===== src/slpq_pkg.sv =====
`default_nettype none

package slpq_pkg;

   localparam int DEPTH_DEF = 64;
   localparam int PRIO_W    = 16;
   localparam int PAYLOAD_W = 32;
   localparam int COUNT_W   = $clog2(DEPTH_DEF + 1);
   localparam int CMD_W     = 2;
   localparam int STATUS_W  = 2;

   localparam logic [CMD_W-1:0] CMD_INSERT = 2'd0;
   localparam logic [CMD_W-1:0] CMD_REMOVE = 2'd1;
   localparam logic [CMD_W-1:0] CMD_CLEAR  = 2'd2;

   localparam logic [STATUS_W-1:0] STATUS_OK    = 2'd0;
   localparam logic [STATUS_W-1:0] STATUS_FULL  = 2'd1;
   localparam logic [STATUS_W-1:0] STATUS_EMPTY = 2'd2;

   typedef struct packed {
      logic [CMD_W-1:0]     cmd;
      logic [PRIO_W-1:0]    in_prio;
      logic [PAYLOAD_W-1:0] in_payload;
   } req_type;

   typedef struct packed {
      logic [PRIO_W-1:0]    out_prio;
      logic [PAYLOAD_W-1:0] out_payload;
      logic [STATUS_W-1:0]  status;
      logic                 is_empty;
      logic [COUNT_W-1:0]   entry_count;
   } rsp_type;

endpackage

`default_nettype wire


===== src/sorted_list_priority_queue_core.sv =====
`default_nettype none

// Priority queue kept as a sorted singly linked list over slot memories.
// Request beats carry a command (insert, remove minimum, clear) with the
// priority and payload of an entry to insert. Every request gives exactly
// one response beat with the removed entry (zero otherwise), a status code,
// the empty flag and the entry count after the command.
// One request is handled at a time; req_stall is high while it is in work.
// An insert into an empty list or ahead of the current head is linked at
// once; otherwise the list is walked past each entry that is not greater,
// then the new slot and its predecessor are linked. Taking a slot from the
// released-slot list first reads its link. Clear, unused codes and refused
// commands go straight to the response.
// The walk reads one list entry per cycle from the slot memories (one read
// port each), which sets the insert time.
// A finished response waits in an output register while rsp_stall is high;
// the next request is already taken meanwhile, but its response waits for
// the register to empty. Reset empties the queue; no clearing pass is made.
module sorted_list_priority_queue_core
   #(
   parameter int DEPTH = slpq_pkg::DEPTH_DEF
) (
   input  wire logic              clock,
   input  wire logic              reset,
   input  wire logic              req_valid,
   output logic                   req_stall,
   input  wire slpq_pkg::req_type req_data,
   output logic                   rsp_valid,
   input  wire logic              rsp_stall,
   output slpq_pkg::rsp_type      rsp_data
);

   import slpq_pkg::*;

   localparam int AW = $clog2(DEPTH);
   localparam int LW = $clog2(DEPTH + 1);
   localparam int DW = PRIO_W + PAYLOAD_W;
   localparam logic [LW-1:0] NIL = LW'(DEPTH);

   typedef enum logic [3:0] {
      S_IDLE,
      S_ALLOC,
      S_PLACE,
      S_HEAD,
      S_WALK,
      S_LINK1,
      S_LINK2,
      S_POP,
      S_DONE
   } state_type;

   state_type            state_ff, state_in;
   logic [LW-1:0]        head_ff, head_in;
   logic [LW-1:0]        free_ff, free_in;
   logic [LW-1:0]        cnt_ff, cnt_in;
   logic [AW-1:0]        slot_ff, slot_in;
   logic [AW-1:0]        cur_ff, cur_in;
   logic [LW-1:0]        nx_ff, nx_in;
   logic [PRIO_W-1:0]    item_prio_ff, item_prio_in;
   logic [PAYLOAD_W-1:0] item_payload_ff, item_payload_in;
   logic [PRIO_W-1:0]    res_prio_ff, res_prio_in;
   logic [PAYLOAD_W-1:0] res_payload_ff, res_payload_in;
   logic [STATUS_W-1:0]  res_status_ff, res_status_in;
   logic                 rsp_valid_ff, rsp_valid_in;
   rsp_type              rsp_data_ff, rsp_data_in;

   logic          data_we;
   logic [DW-1:0] data_wd;
   logic [DW-1:0] data_rd;
   logic          link_we;
   logic [AW-1:0] link_wa;
   logic [LW-1:0] link_wd;
   logic [LW-1:0] link_rd;
   logic [AW-1:0] rd_addr;
   logic [PRIO_W-1:0] rd_prio;

   // Both memories are read at the same slot; data is written only at slot_ff.
   slpq_ram #(.WIDTH(DW), .DEPTH(DEPTH)) u_data_ram (
      .clock   (clock),
      .wr_en   (data_we),
      .wr_addr (slot_ff),
      .wr_data (data_wd),
      .rd_addr (rd_addr),
      .rd_data (data_rd)
   );

   slpq_ram #(.WIDTH(LW), .DEPTH(DEPTH)) u_link_ram (
      .clock   (clock),
      .wr_en   (link_we),
      .wr_addr (link_wa),
      .wr_data (link_wd),
      .rd_addr (rd_addr),
      .rd_data (link_rd)
   );

   assign rd_prio = data_rd[DW-1 -: PRIO_W];
   assign data_wd = {item_prio_ff, item_payload_ff};

   always_comb begin
      state_in        = state_ff;
      head_in         = head_ff;
      free_in         = free_ff;
      cnt_in          = cnt_ff;
      slot_in         = slot_ff;
      cur_in          = cur_ff;
      nx_in           = nx_ff;
      item_prio_in    = item_prio_ff;
      item_payload_in = item_payload_ff;
      res_prio_in     = res_prio_ff;
      res_payload_in  = res_payload_ff;
      res_status_in   = res_status_ff;
      rsp_valid_in    = rsp_valid_ff && rsp_stall;
      rsp_data_in     = rsp_data_ff;
      data_we         = 1'b0;
      link_we         = 1'b0;
      link_wa         = slot_ff;
      link_wd         = nx_ff;
      rd_addr         = head_ff[AW-1:0];

      case (state_ff)
         S_IDLE: begin
            if (req_valid) begin
               item_prio_in    = req_data.in_prio;
               item_payload_in = req_data.in_payload;
               res_prio_in     = '0;
               res_payload_in  = '0;
               res_status_in   = STATUS_OK;
               state_in        = S_DONE;
               case (req_data.cmd)
                  CMD_INSERT: begin
                     if (cnt_ff >= NIL) begin
                        res_status_in = STATUS_FULL;
                     end else if (free_ff < NIL) begin
                        slot_in  = free_ff[AW-1:0];
                        rd_addr  = free_ff[AW-1:0];
                        state_in = S_ALLOC;
                     end else begin
                        // With no released slot, the used slots are exactly
                        // those below the count.
                        slot_in  = cnt_ff[AW-1:0];
                        state_in = S_PLACE;
                     end
                  end
                  CMD_REMOVE: begin
                     if (cnt_ff == '0 || head_ff >= NIL) begin
                        res_status_in = STATUS_EMPTY;
                     end else begin
                        rd_addr  = head_ff[AW-1:0];
                        state_in = S_POP;
                     end
                  end
                  CMD_CLEAR: begin
                     cnt_in  = '0;
                     head_in = NIL;
                     free_in = NIL;
                  end
                  default: begin
                  end
               endcase
            end
         end
         S_ALLOC: begin
            free_in  = link_rd;
            state_in = S_PLACE;
         end
         S_PLACE: begin
            data_we = 1'b1;
            if (head_ff >= NIL) begin
               link_we  = 1'b1;
               link_wd  = head_ff;
               head_in  = LW'(slot_ff);
               cnt_in   = cnt_ff + LW'(1);
               state_in = S_DONE;
            end else begin
               rd_addr  = head_ff[AW-1:0];
               state_in = S_HEAD;
            end
         end
         S_HEAD: begin
            if (item_prio_ff < rd_prio) begin
               link_we  = 1'b1;
               link_wd  = head_ff;
               head_in  = LW'(slot_ff);
               cnt_in   = cnt_ff + LW'(1);
               state_in = S_DONE;
            end else begin
               cur_in = head_ff[AW-1:0];
               nx_in  = link_rd;
               if (link_rd >= NIL) begin
                  state_in = S_LINK1;
               end else begin
                  rd_addr  = link_rd[AW-1:0];
                  state_in = S_WALK;
               end
            end
         end
         S_WALK: begin
            // Entries of equal priority are passed, which keeps them in FIFO order.
            if (rd_prio > item_prio_ff) begin
               state_in = S_LINK1;
            end else begin
               cur_in = nx_ff[AW-1:0];
               nx_in  = link_rd;
               if (link_rd >= NIL) begin
                  state_in = S_LINK1;
               end else begin
                  rd_addr = link_rd[AW-1:0];
               end
            end
         end
         S_LINK1: begin
            link_we  = 1'b1;
            link_wa  = slot_ff;
            link_wd  = nx_ff;
            state_in = S_LINK2;
         end
         S_LINK2: begin
            link_we  = 1'b1;
            link_wa  = cur_ff;
            link_wd  = LW'(slot_ff);
            cnt_in   = cnt_ff + LW'(1);
            state_in = S_DONE;
         end
         S_POP: begin
            res_prio_in    = rd_prio;
            res_payload_in = data_rd[PAYLOAD_W-1:0];
            head_in        = link_rd;
            link_we        = 1'b1;
            link_wa        = head_ff[AW-1:0];
            link_wd        = free_ff;
            free_in        = head_ff;
            cnt_in         = cnt_ff - LW'(1);
            state_in       = S_DONE;
         end
         S_DONE: begin
            if (!rsp_valid_ff || !rsp_stall) begin
               rsp_data_in.out_prio    = res_prio_ff;
               rsp_data_in.out_payload = res_payload_ff;
               rsp_data_in.status      = res_status_ff;
               rsp_data_in.is_empty    = (cnt_ff == '0);
               rsp_data_in.entry_count = COUNT_W'(cnt_ff);
               rsp_valid_in            = 1'b1;
               state_in                = S_IDLE;
            end
         end
         default: begin
            state_in = S_IDLE;
         end
      endcase
   end

   always_ff @(posedge clock) begin
      slot_ff         <= slot_in;
      cur_ff          <= cur_in;
      nx_ff           <= nx_in;
      item_prio_ff    <= item_prio_in;
      item_payload_ff <= item_payload_in;
      res_prio_ff     <= res_prio_in;
      res_payload_ff  <= res_payload_in;
      res_status_ff   <= res_status_in;
      rsp_data_ff     <= rsp_data_in;
      if (reset) begin
         state_ff     <= S_IDLE;
         head_ff      <= NIL;
         free_ff      <= NIL;
         cnt_ff       <= '0;
         rsp_valid_ff <= 1'b0;
      end else begin
         state_ff     <= state_in;
         head_ff      <= head_in;
         free_ff      <= free_in;
         cnt_ff       <= cnt_in;
         rsp_valid_ff <= rsp_valid_in;
      end
   end

   assign req_stall = (state_ff != S_IDLE);
   assign rsp_valid = rsp_valid_ff;
   assign rsp_data  = rsp_data_ff;

endmodule

`default_nettype wire


===== src/slpq_ram.sv =====
`default_nettype none

module slpq_ram #(
   parameter int WIDTH = 8,
   parameter int DEPTH = 64
) (
   input  wire logic                     clock,
   input  wire logic                     wr_en,
   input  wire logic [$clog2(DEPTH)-1:0] wr_addr,
   input  wire logic [WIDTH-1:0]         wr_data,
   input  wire logic [$clog2(DEPTH)-1:0] rd_addr,
   output logic      [WIDTH-1:0]         rd_data
);

   logic [WIDTH-1:0] mem [DEPTH];
   logic [WIDTH-1:0] rd_data_ff;

   always_ff @(posedge clock) begin
      if (wr_en) begin
         mem[wr_addr] <= wr_data;
      end
      rd_data_ff <= mem[rd_addr];
   end

   assign rd_data = rd_data_ff;

endmodule

`default_nettype wire


===== config.mk =====
export PLATFORM = sky130hd
export DESIGN_NAME = sorted_list_priority_queue_core
export DESIGN_NICKNAME = d
export VERILOG_FILES = /design/src/slpq_pkg.sv /design/src/sorted_list_priority_queue_core.sv /design/src/slpq_ram.sv
export SDC_FILE = /design/constraint.sdc
export NUM_CORES = 2
export LEC_CHECK = 0
export ABC_AREA = 1
export ABC_CLOCK_PERIOD_IN_PS = 14550
export BUFFER_PORTS_ARGS = -buffer_cell sky130_fd_sc_hd__buf_2
export CAP_MARGIN = 10
export CORE_ASPECT_RATIO = 0.5
export CORE_MARGIN = 3
export CORE_UTILIZATION = 45
export CTS_CLUSTER_SIZE = 16
export DETAILED_ROUTE_END_ITERATION = 10
export GPL_ROUTABILITY_DRIVEN = 0
export PLACE_DENSITY = 0.6
export SETUP_SLACK_MARGIN = 0.15
export SYNTH_ARGS = -nofsm -noshare
export SYNTH_HDL_FRONTEND = slang
export SYNTH_SLANG_ARGS = --single-unit

===== constraint.sdc =====
create_clock -name clock -period 14.55 [get_ports clock]
set_clock_uncertainty 0.15 [all_clocks]
set_input_delay 0.7275 -clock clock [delete_from_list [all_inputs] [get_ports clock]]
set_output_delay 0.7275 -clock clock [all_outputs]
set_load 0.01 [all_outputs]

# [After elaboration in Yosys (flattened, before gate mapping)]
# Memory sizes are Yosys's and may differ from the RTL's. A register that Yosys moved wholly into a read port is not among the register bits.
# Index checks and enable logic that the tools add are counted.
[word_totals] ramBits=3520 out_inout_bits=60 memories=2 elab_cells=131 register_bits=201
[mem_list] name="u_data_ram.mem" words=64 word_bits=48 read_ports=1 rd_ports_with_merged_regs=1 write_ports=1 line="slpq_ram.sv:15" rtl="logic [WIDTH-1:0] mem [DEPTH];"
[mem_list] name="u_link_ram.mem" words=64 word_bits=7 read_ports=1 rd_ports_with_merged_regs=1 write_ports=1 line="slpq_ram.sv:15"
[op_classes] add_sub_neg=2 n_bitwise=1 reduce_logical=25 muxes=59 n_lt_le_gt_ge=6 n_eq_ne=18
[op_table] operator="$mux W7" count=12
[op_table] operator="$pmux W32 S2" count=1
[op_table] operator="$mux W6" count=10
[op_table] operator="$pmux W7 S4" count=2
[op_table] operator="$pmux W7 S5" count=1
[op_table] operator="$mux W32" count=1
[op_table] operator="$mux W4" count=8
[op_table] operator="$pmux W16 S2" count=1
[op_table] operator="$pmux W4 S8" count=1
[op_table] operator="$pmux W6 S2" count=2
[op_table] operator="$ge A7 B7 Y1 const B" count=3
[op_table] operator="$pmux W7 S3" count=1
[op_table] operator="$pmux W6 S3" count=1
[op_table] operator="$eq A4 B3 Y1 const B" count=4
[op_table] operator="$gt A16 B16 Y1" count=1
[op_table] operator="$lt A16 B16 Y1" count=1
[op_table] operator="$mux W16" count=1
[op_table] operator="$pmux W7 S2" count=1
[op_table] operator="$ne A2 B2 Y1 const B" count=6
[op_table] operator="$mux W1" count=11
[op_table] operator="$reduce_and A5 Y1" count=2
[op_table] operator="$reduce_and A3 Y1" count=3
[op_table] operator="$eq A4 B2 Y1 const B" count=2
[op_table] operator="$pmux W4 S2" count=1
[op_table] operator="other kinds (27)" count=34

# [Depth between registers and ports, before layout]
[logic_depth] depth_word=6 mapped_depth=27

# [By module]
# Synthesis repeated with hierarchy kept, for this count alone.
[hier_totals] hier_cells=12414 hier_area_um2=151162.5
[modules_own_cells] mod="slpq_ram at u_data_ram" area_per_inst_um2=124230.4 instances=1 cells_each=10108
[modules_own_cells] mod="slpq_ram at u_link_ram" area_per_inst_um2=18545.3 instances=1 cells_each=1590
[modules_own_cells] mod="sorted_list_priority_queue_core" area_per_inst_um2=8386.8 instances=1 cells_each=716

# [Worst setup path after synthesis]
# Ideal clock, no wire load.
[synth_path] path_kind="reg-to-reg" start="reg state_ff[0]" end="reg res_payload_ff[0], enable pin" synth_period_minus_slack_ns=5.042 path_slack_ns=9.508 required_time_ns=13.880 arrival_time_ns=4.372 path_stages_with_launch=7 cell_sequence="dfxtp_1 nor2_1 inv_2 nor2_4 inv_2 buf_2 o21ai_0"
[synth_via] elab_chain_cells=3 word_cells_on_any_way=5 classes_between="eq/ne (2); reduce/logical (3)"
[synth_rtl] element="start: declaration" line="sorted_list_priority_queue_core.sv:52" rtl="state_type state_ff, state_in;"
[synth_rtl] element="start signal: assignment" line="sorted_list_priority_queue_core.sv:269" rtl="state_ff <= state_in;"
[synth_rtl] element="$eq A4 B3 Y1 or $logic_not A4 Y1 (tied branches)" line="sorted_list_priority_queue_core.sv:120" rtl="case (state_ff)"
[synth_rtl] element="$reduce_bool A2 Y1 (no source line) or $ne A2 B2 Y1 (tied branches)"
[synth_rtl] element="$reduce_and A2 Y1 (no source line) (*)"
[synth_rtl] element="end signal: assignment" line="sorted_list_priority_queue_core.sv:259" rtl="res_payload_ff <= res_payload_in;"
[synth_rtl] element="end: declaration" line="sorted_list_priority_queue_core.sv:62" rtl="logic [PAYLOAD_W-1:0] res_payload_ff, res_payload_in;"
# Mark *: on every way between the ends. The rest lies on a longest branch, timed or not.
# A chain may end at the register's enable or synchronous reset.

# [Final worst setup path]
[layout_path] start="reg item_prio_ff[3]" end="reg u_data_ram.rd_data_ff[20], in the netlist u_data_ram.rd_data[20] (read register of u_data_ram.mem)"
[layout_via] elab_chain_cells=3 word_cells_on_any_way=5 classes_between="order compare (2); mux (3)"
[layout_rtl] element="start: declaration" line="sorted_list_priority_queue_core.sv:59" rtl="logic [PRIO_W-1:0] item_prio_ff, item_prio_in;"
[layout_rtl] element="start signal: assignment" line="sorted_list_priority_queue_core.sv:256" rtl="item_prio_ff <= item_prio_in;"
[layout_rtl] element="$gt A16 B16 Y1 or $lt A16 B16 Y1 (tied branches)" line="sorted_list_priority_queue_core.sv:199, sorted_list_priority_queue_core.sv:180"
[layout_rtl] element="$mux W6 (on tied branches)" line="sorted_list_priority_queue_core.sv:199, sorted_list_priority_queue_core.sv:180"
[layout_rtl] element="$pmux W6 S3 (*)" line="sorted_list_priority_queue_core.sv:120"
[layout_rtl] element="end: declaration" line="slpq_ram.sv:16" rtl="logic [WIDTH-1:0] rd_data_ff;"
# Marks and branches as above.

==> impl_metrics.tcl <==
set metrics [dict create \
    worstMarginPinSlew_ps 1348 \
    whs_ps 139.5 \
    ios 114 \
    internal_power_mw 18.36 \
    synth-seq-area-share_pct 68.72 \
    startpoint_type "register" \
    syn_inst 14750 \
    grt_pass1_wl_mm 752.4 \
    numPlacedInstances 19020 \
    seqPwrFrac_pct 47.3 \
    rr_endpoint "u_data_ram.rd_data[20]$_DFF_P_" \
    worst_path_max_delay_cell "buf_4" \
    post_cts_resized 0 \
    arrival_ps 9560 \
    cp_max_fo 96 \
    dpl.hpwl_mm 268.9 \
    drtIter0Drc 17190 \
    clock_latency_ps 940 \
    synth-simple-area-share_pct 22.57 \
    min_period_ps 8888 \
    cts_buffers 347 \
    drv_cap 0 \
    via_per_inst 5.772 \
    grt_usage_pct 27.56 \
    seq_area_um2 112600 \
    clockBufferDepth 4 \
    detail-route-antenna-nets 0 \
    final_util_pct 50.38 \
    cp-endpoint "u_data_ram.rd_data[20]$_DFF_P_" \
    area_delta_synth_final_pct 10.58 \
    coreArea_um2 359600 \
    fillerInstances 31500 \
    regToRegStartpoint "item_prio_ff[3]$_DFFE_PP_" \
    synth_top_area_share_pct 67.73 \
    synth_warnings 0 \
    setup_ws_ps 5662 \
    initial_core_util_pct 45.56 \
    io_buffers 113 \
    synth_xor_area_share_pct 0.02138 \
    cpMostUsedCell "nand3_1" \
    ff2ff_path_depth 21 \
    period_share_pct 61.09 \
    synth_area_um2 163800 \
    grt_setup_unrepaired "no" \
    clk_pin_slew_ps 70 \
    setup_viol 0 \
    final_area_um2 181100 \
    preCtsSetupSlack_ps 6030 \
    synth_cell_type_count 46 \
    timing.fmax_mhz 112.5 \
    ys_ff_latch 3776 \
    power_density_nw_per_um2 143.1 \
    synthAdderAreaFrac_pct 0.1726 \
    syn_area_per_cell_um2 11.11 \
    drcViolationCount 0 \
    gr-total-overflow 0 \
    crit_start "item_prio_ff[3]$_DFFE_PP_" \
    worst_setup_path_end_kind "register" \
    syn_nets 14830 \
    p_sw_share_pct 29.17 \
    crit_type "reg -> reg" \
    stdcell_count 19710 \
    postPlaceCellArea_um2 169300 \
    crit_chain "buf_4 > inv_1 > ha_1 > nand2_1 > nor2_1 > nand3_1 > nand3_1 > nand3_1 > nand2_8 > buf_4 > buf_4 > buf_4 > buf_4 > buf_4 > nand3_1 > nand3_1 > nand3_1 > nand3_1 > nand3_1 > nand3_1 > nand2_1" \
    cp.required_ps 15220 \
    synth_compound_area_share_pct 0.4445 \
    vdd_drop_max_v 0.0001020 \
    total_leakage_power_nw 70.87 \
    die_height_um 432.6 \
    multi_input_area_um2 38670 \
    p_clk_share_pct 36.1 \
    routedWlPerCell_um 26.76 \
    switching_power_mw 7.560 \
    clock_sinks 3776 \
    hold_viol_final 0 \
    status "finished clean" \
    first_pass_iters 7 \
    comb_power_share_pct 16.6 \
    die-area_um2 371800 \
    finalMaxSlewViolations 0 \
    hold_path_class "in -> reg" \
    drive_gt1_share_pct 6.990 \
    wl_mm 527.6 \
    row_count 155 \
    synth_top_family_by_area "simple AND/OR/NAND/NOR gates" \
    max-slew-margin-rel_pct 9.931 \
    antenna_found_initial 22 \
    power.total_mw 25.92 \
    num_vias 113800 \
    cts_root_buffer "clkbuf_16" \
    setup_tns_ps 0 \
    grt_max_degree 197 \
    final_nets 14710 \
    tritoncts "yes" \
    synthTopCellsByArea "edfxtp_1 (68%), nand3_1 (11%), nand2_1 (5.8%)" \
    die_x_um 859.3 \
    regToRegSetupSlack_ps 5660 \
    yosys.area.top_type "edfxtp_1" \
    h-tree-depth 5 \
    synth_mux_area_share_pct 0 \
    grt_pass1_vias 104700 \
    slowest_delay_ps 940 \
]
[cells in the mapped netlist, drive strengths merged]
cell / n
fa: 1
o21ai: 35
a221oi: 7
nand2: 2518
edfxtp: 3695
nand3: 3654
nand3b: 1100
nor3: 15
dfxtp: 81
clkinv: 2
o221ai: 4
a211oi: 10
xor2: 2
o211ai: 3
a31oi: 2
nor4: 1
nor2: 196
o31ai: 3
xnor2: 2
buf: 596
clkbuf: 342
a221o: 3
a311oi: 1
nand4: 9
inv: 2398
o2111ai: 4
o22ai: 7
or2: 1
a21o: 1
a21oi: 37
ha: 21
[layout make-up]
class                   count  area share, %
inverters                2400          5.000
flip-flops and latches   3776          62.15
multi-input cells        7637          21.35
clock inverters           200          1.044
well taps                4788          3.307
repair buffers            472          1.969
diodes                      5       0.006907
clock buffers             436          5.180
[worst max-delay path, delay by kind of cell, from the launching register on]
kind,cells,cell delay (ps)
buffers and inverters,7,4400
AND/OR/NAND/NOR,13,3210
adder cells (fa/ha/maj),1,330
flip-flops,1,340
[cell families (layout without fill, tap and decap cells)]
logic type               Yosys count  after routing
other                              0              5
AO/OA/AOI/OAI                    117            117
AND/OR/NAND/NOR                 7494           7494
flip-flops                      3776           3776
XOR/XNOR                           4              4
adder cells (fa/ha/maj)           22             22
buffers and inverters           3338           3508
[worst min-delay path by stage]
stage                                     startpoint                        to  slack [ps]  depth (start not counted)
floorplan            res_payload_ff[0]$_SDFFCE_PN0P_    rsp_data[10]$_DFFE_PP_         250                          0
CTS                                            reset   free_ff[0]$_SDFFE_PP0P_          70                          2
finish                                         reset   free_ff[0]$_SDFFE_PP0P_         140                          2
detailed placement   res_payload_ff[7]$_SDFFCE_PN0P_    rsp_data[17]$_DFFE_PP_         250                          0
global route                                   reset  state_ff[3]$_SDFFE_PP0P_         110                          2
global placement    res_payload_ff[12]$_SDFFCE_PN0P_    rsp_data[22]$_DFFE_PP_         250                          0
[cell usage in the layout (no fill, tap or decap), types with 13 or more instances in the layout]
cell           Yosys  final
clkbuf_1         342     66
edfxtp_1        3695   3695
nand3_1         3653   3652
clkinvlp_4         0     15
clkinv_2           2     72
o21ai_0           32     30
buf_2            499    113
buf_12             0     14
ha_1              21     21
nor2_1           191    126
bufinv_16          0     33
clkinv_1           0     64
buf_4             18    292
a21oi_1           36     33
nor3_1            13     13
nor2_4             3     68
nand2_1         2510   2510
dfxtp_1           81     81
dlygate4sd3_1      0     52
inv_1           2382   2379
clkbuf_16          0    359
nand3b_1        1100   1100
inv_2             16     15
[state kept, by name, summed over array words and instances, names as in the netlist]
register,cells
slot_ff,6
res_status_ff,2
rsp_valid,1
cnt_ff,7
nx_ff,7
free_ff,7
res_prio_ff,16
item_prio_ff,16
cur_ff,6
state_ff,4
head_ff,7
res_payload_ff,32
rsp_data,58
u_link_ram.rd_data,7
u_link_ram.mem,448
u_data_ram.rd_data,48
u_data_ram.mem,3072
item_payload_ff,32
[routing by layer]
metal	track usage, %	routed length (um)	share of wire, %	vias to the layer above
li1	-	-	-	49900
met2	41.33	229600	44	6552
met4	8.532	17540	3.3	16
met5	0	110	0.021	-
met3	5.210	60880	12	986
met1	40.81	219400	42	56330
[power groups by stage]
| stage | Clock (mW) | Combinational, mW | Sequential, mW |
|---|---|---|---|
| after floorplan | 0 | 2.74 | 12.5 |
| after global placement | 0 | 4.20 | 12.5 |
| after detailed placement | 0 | 4.22 | 12.5 |
| after CTS | 9.43 | 4.25 | 12.3 |
| after global routing | 9.84 | 4.67 | 12.3 |
| final | 9.35 | 4.31 | 12.3 |
[repair_timing]
item / CTS / global route
hold endpoints to repair: 51 / 0
endpoints found under the setup margin: 0 / 0
hold buffers: 52 / 0
setup buffers: 0 / 0
No activity file was read; power rests on OpenSTA's default activity.
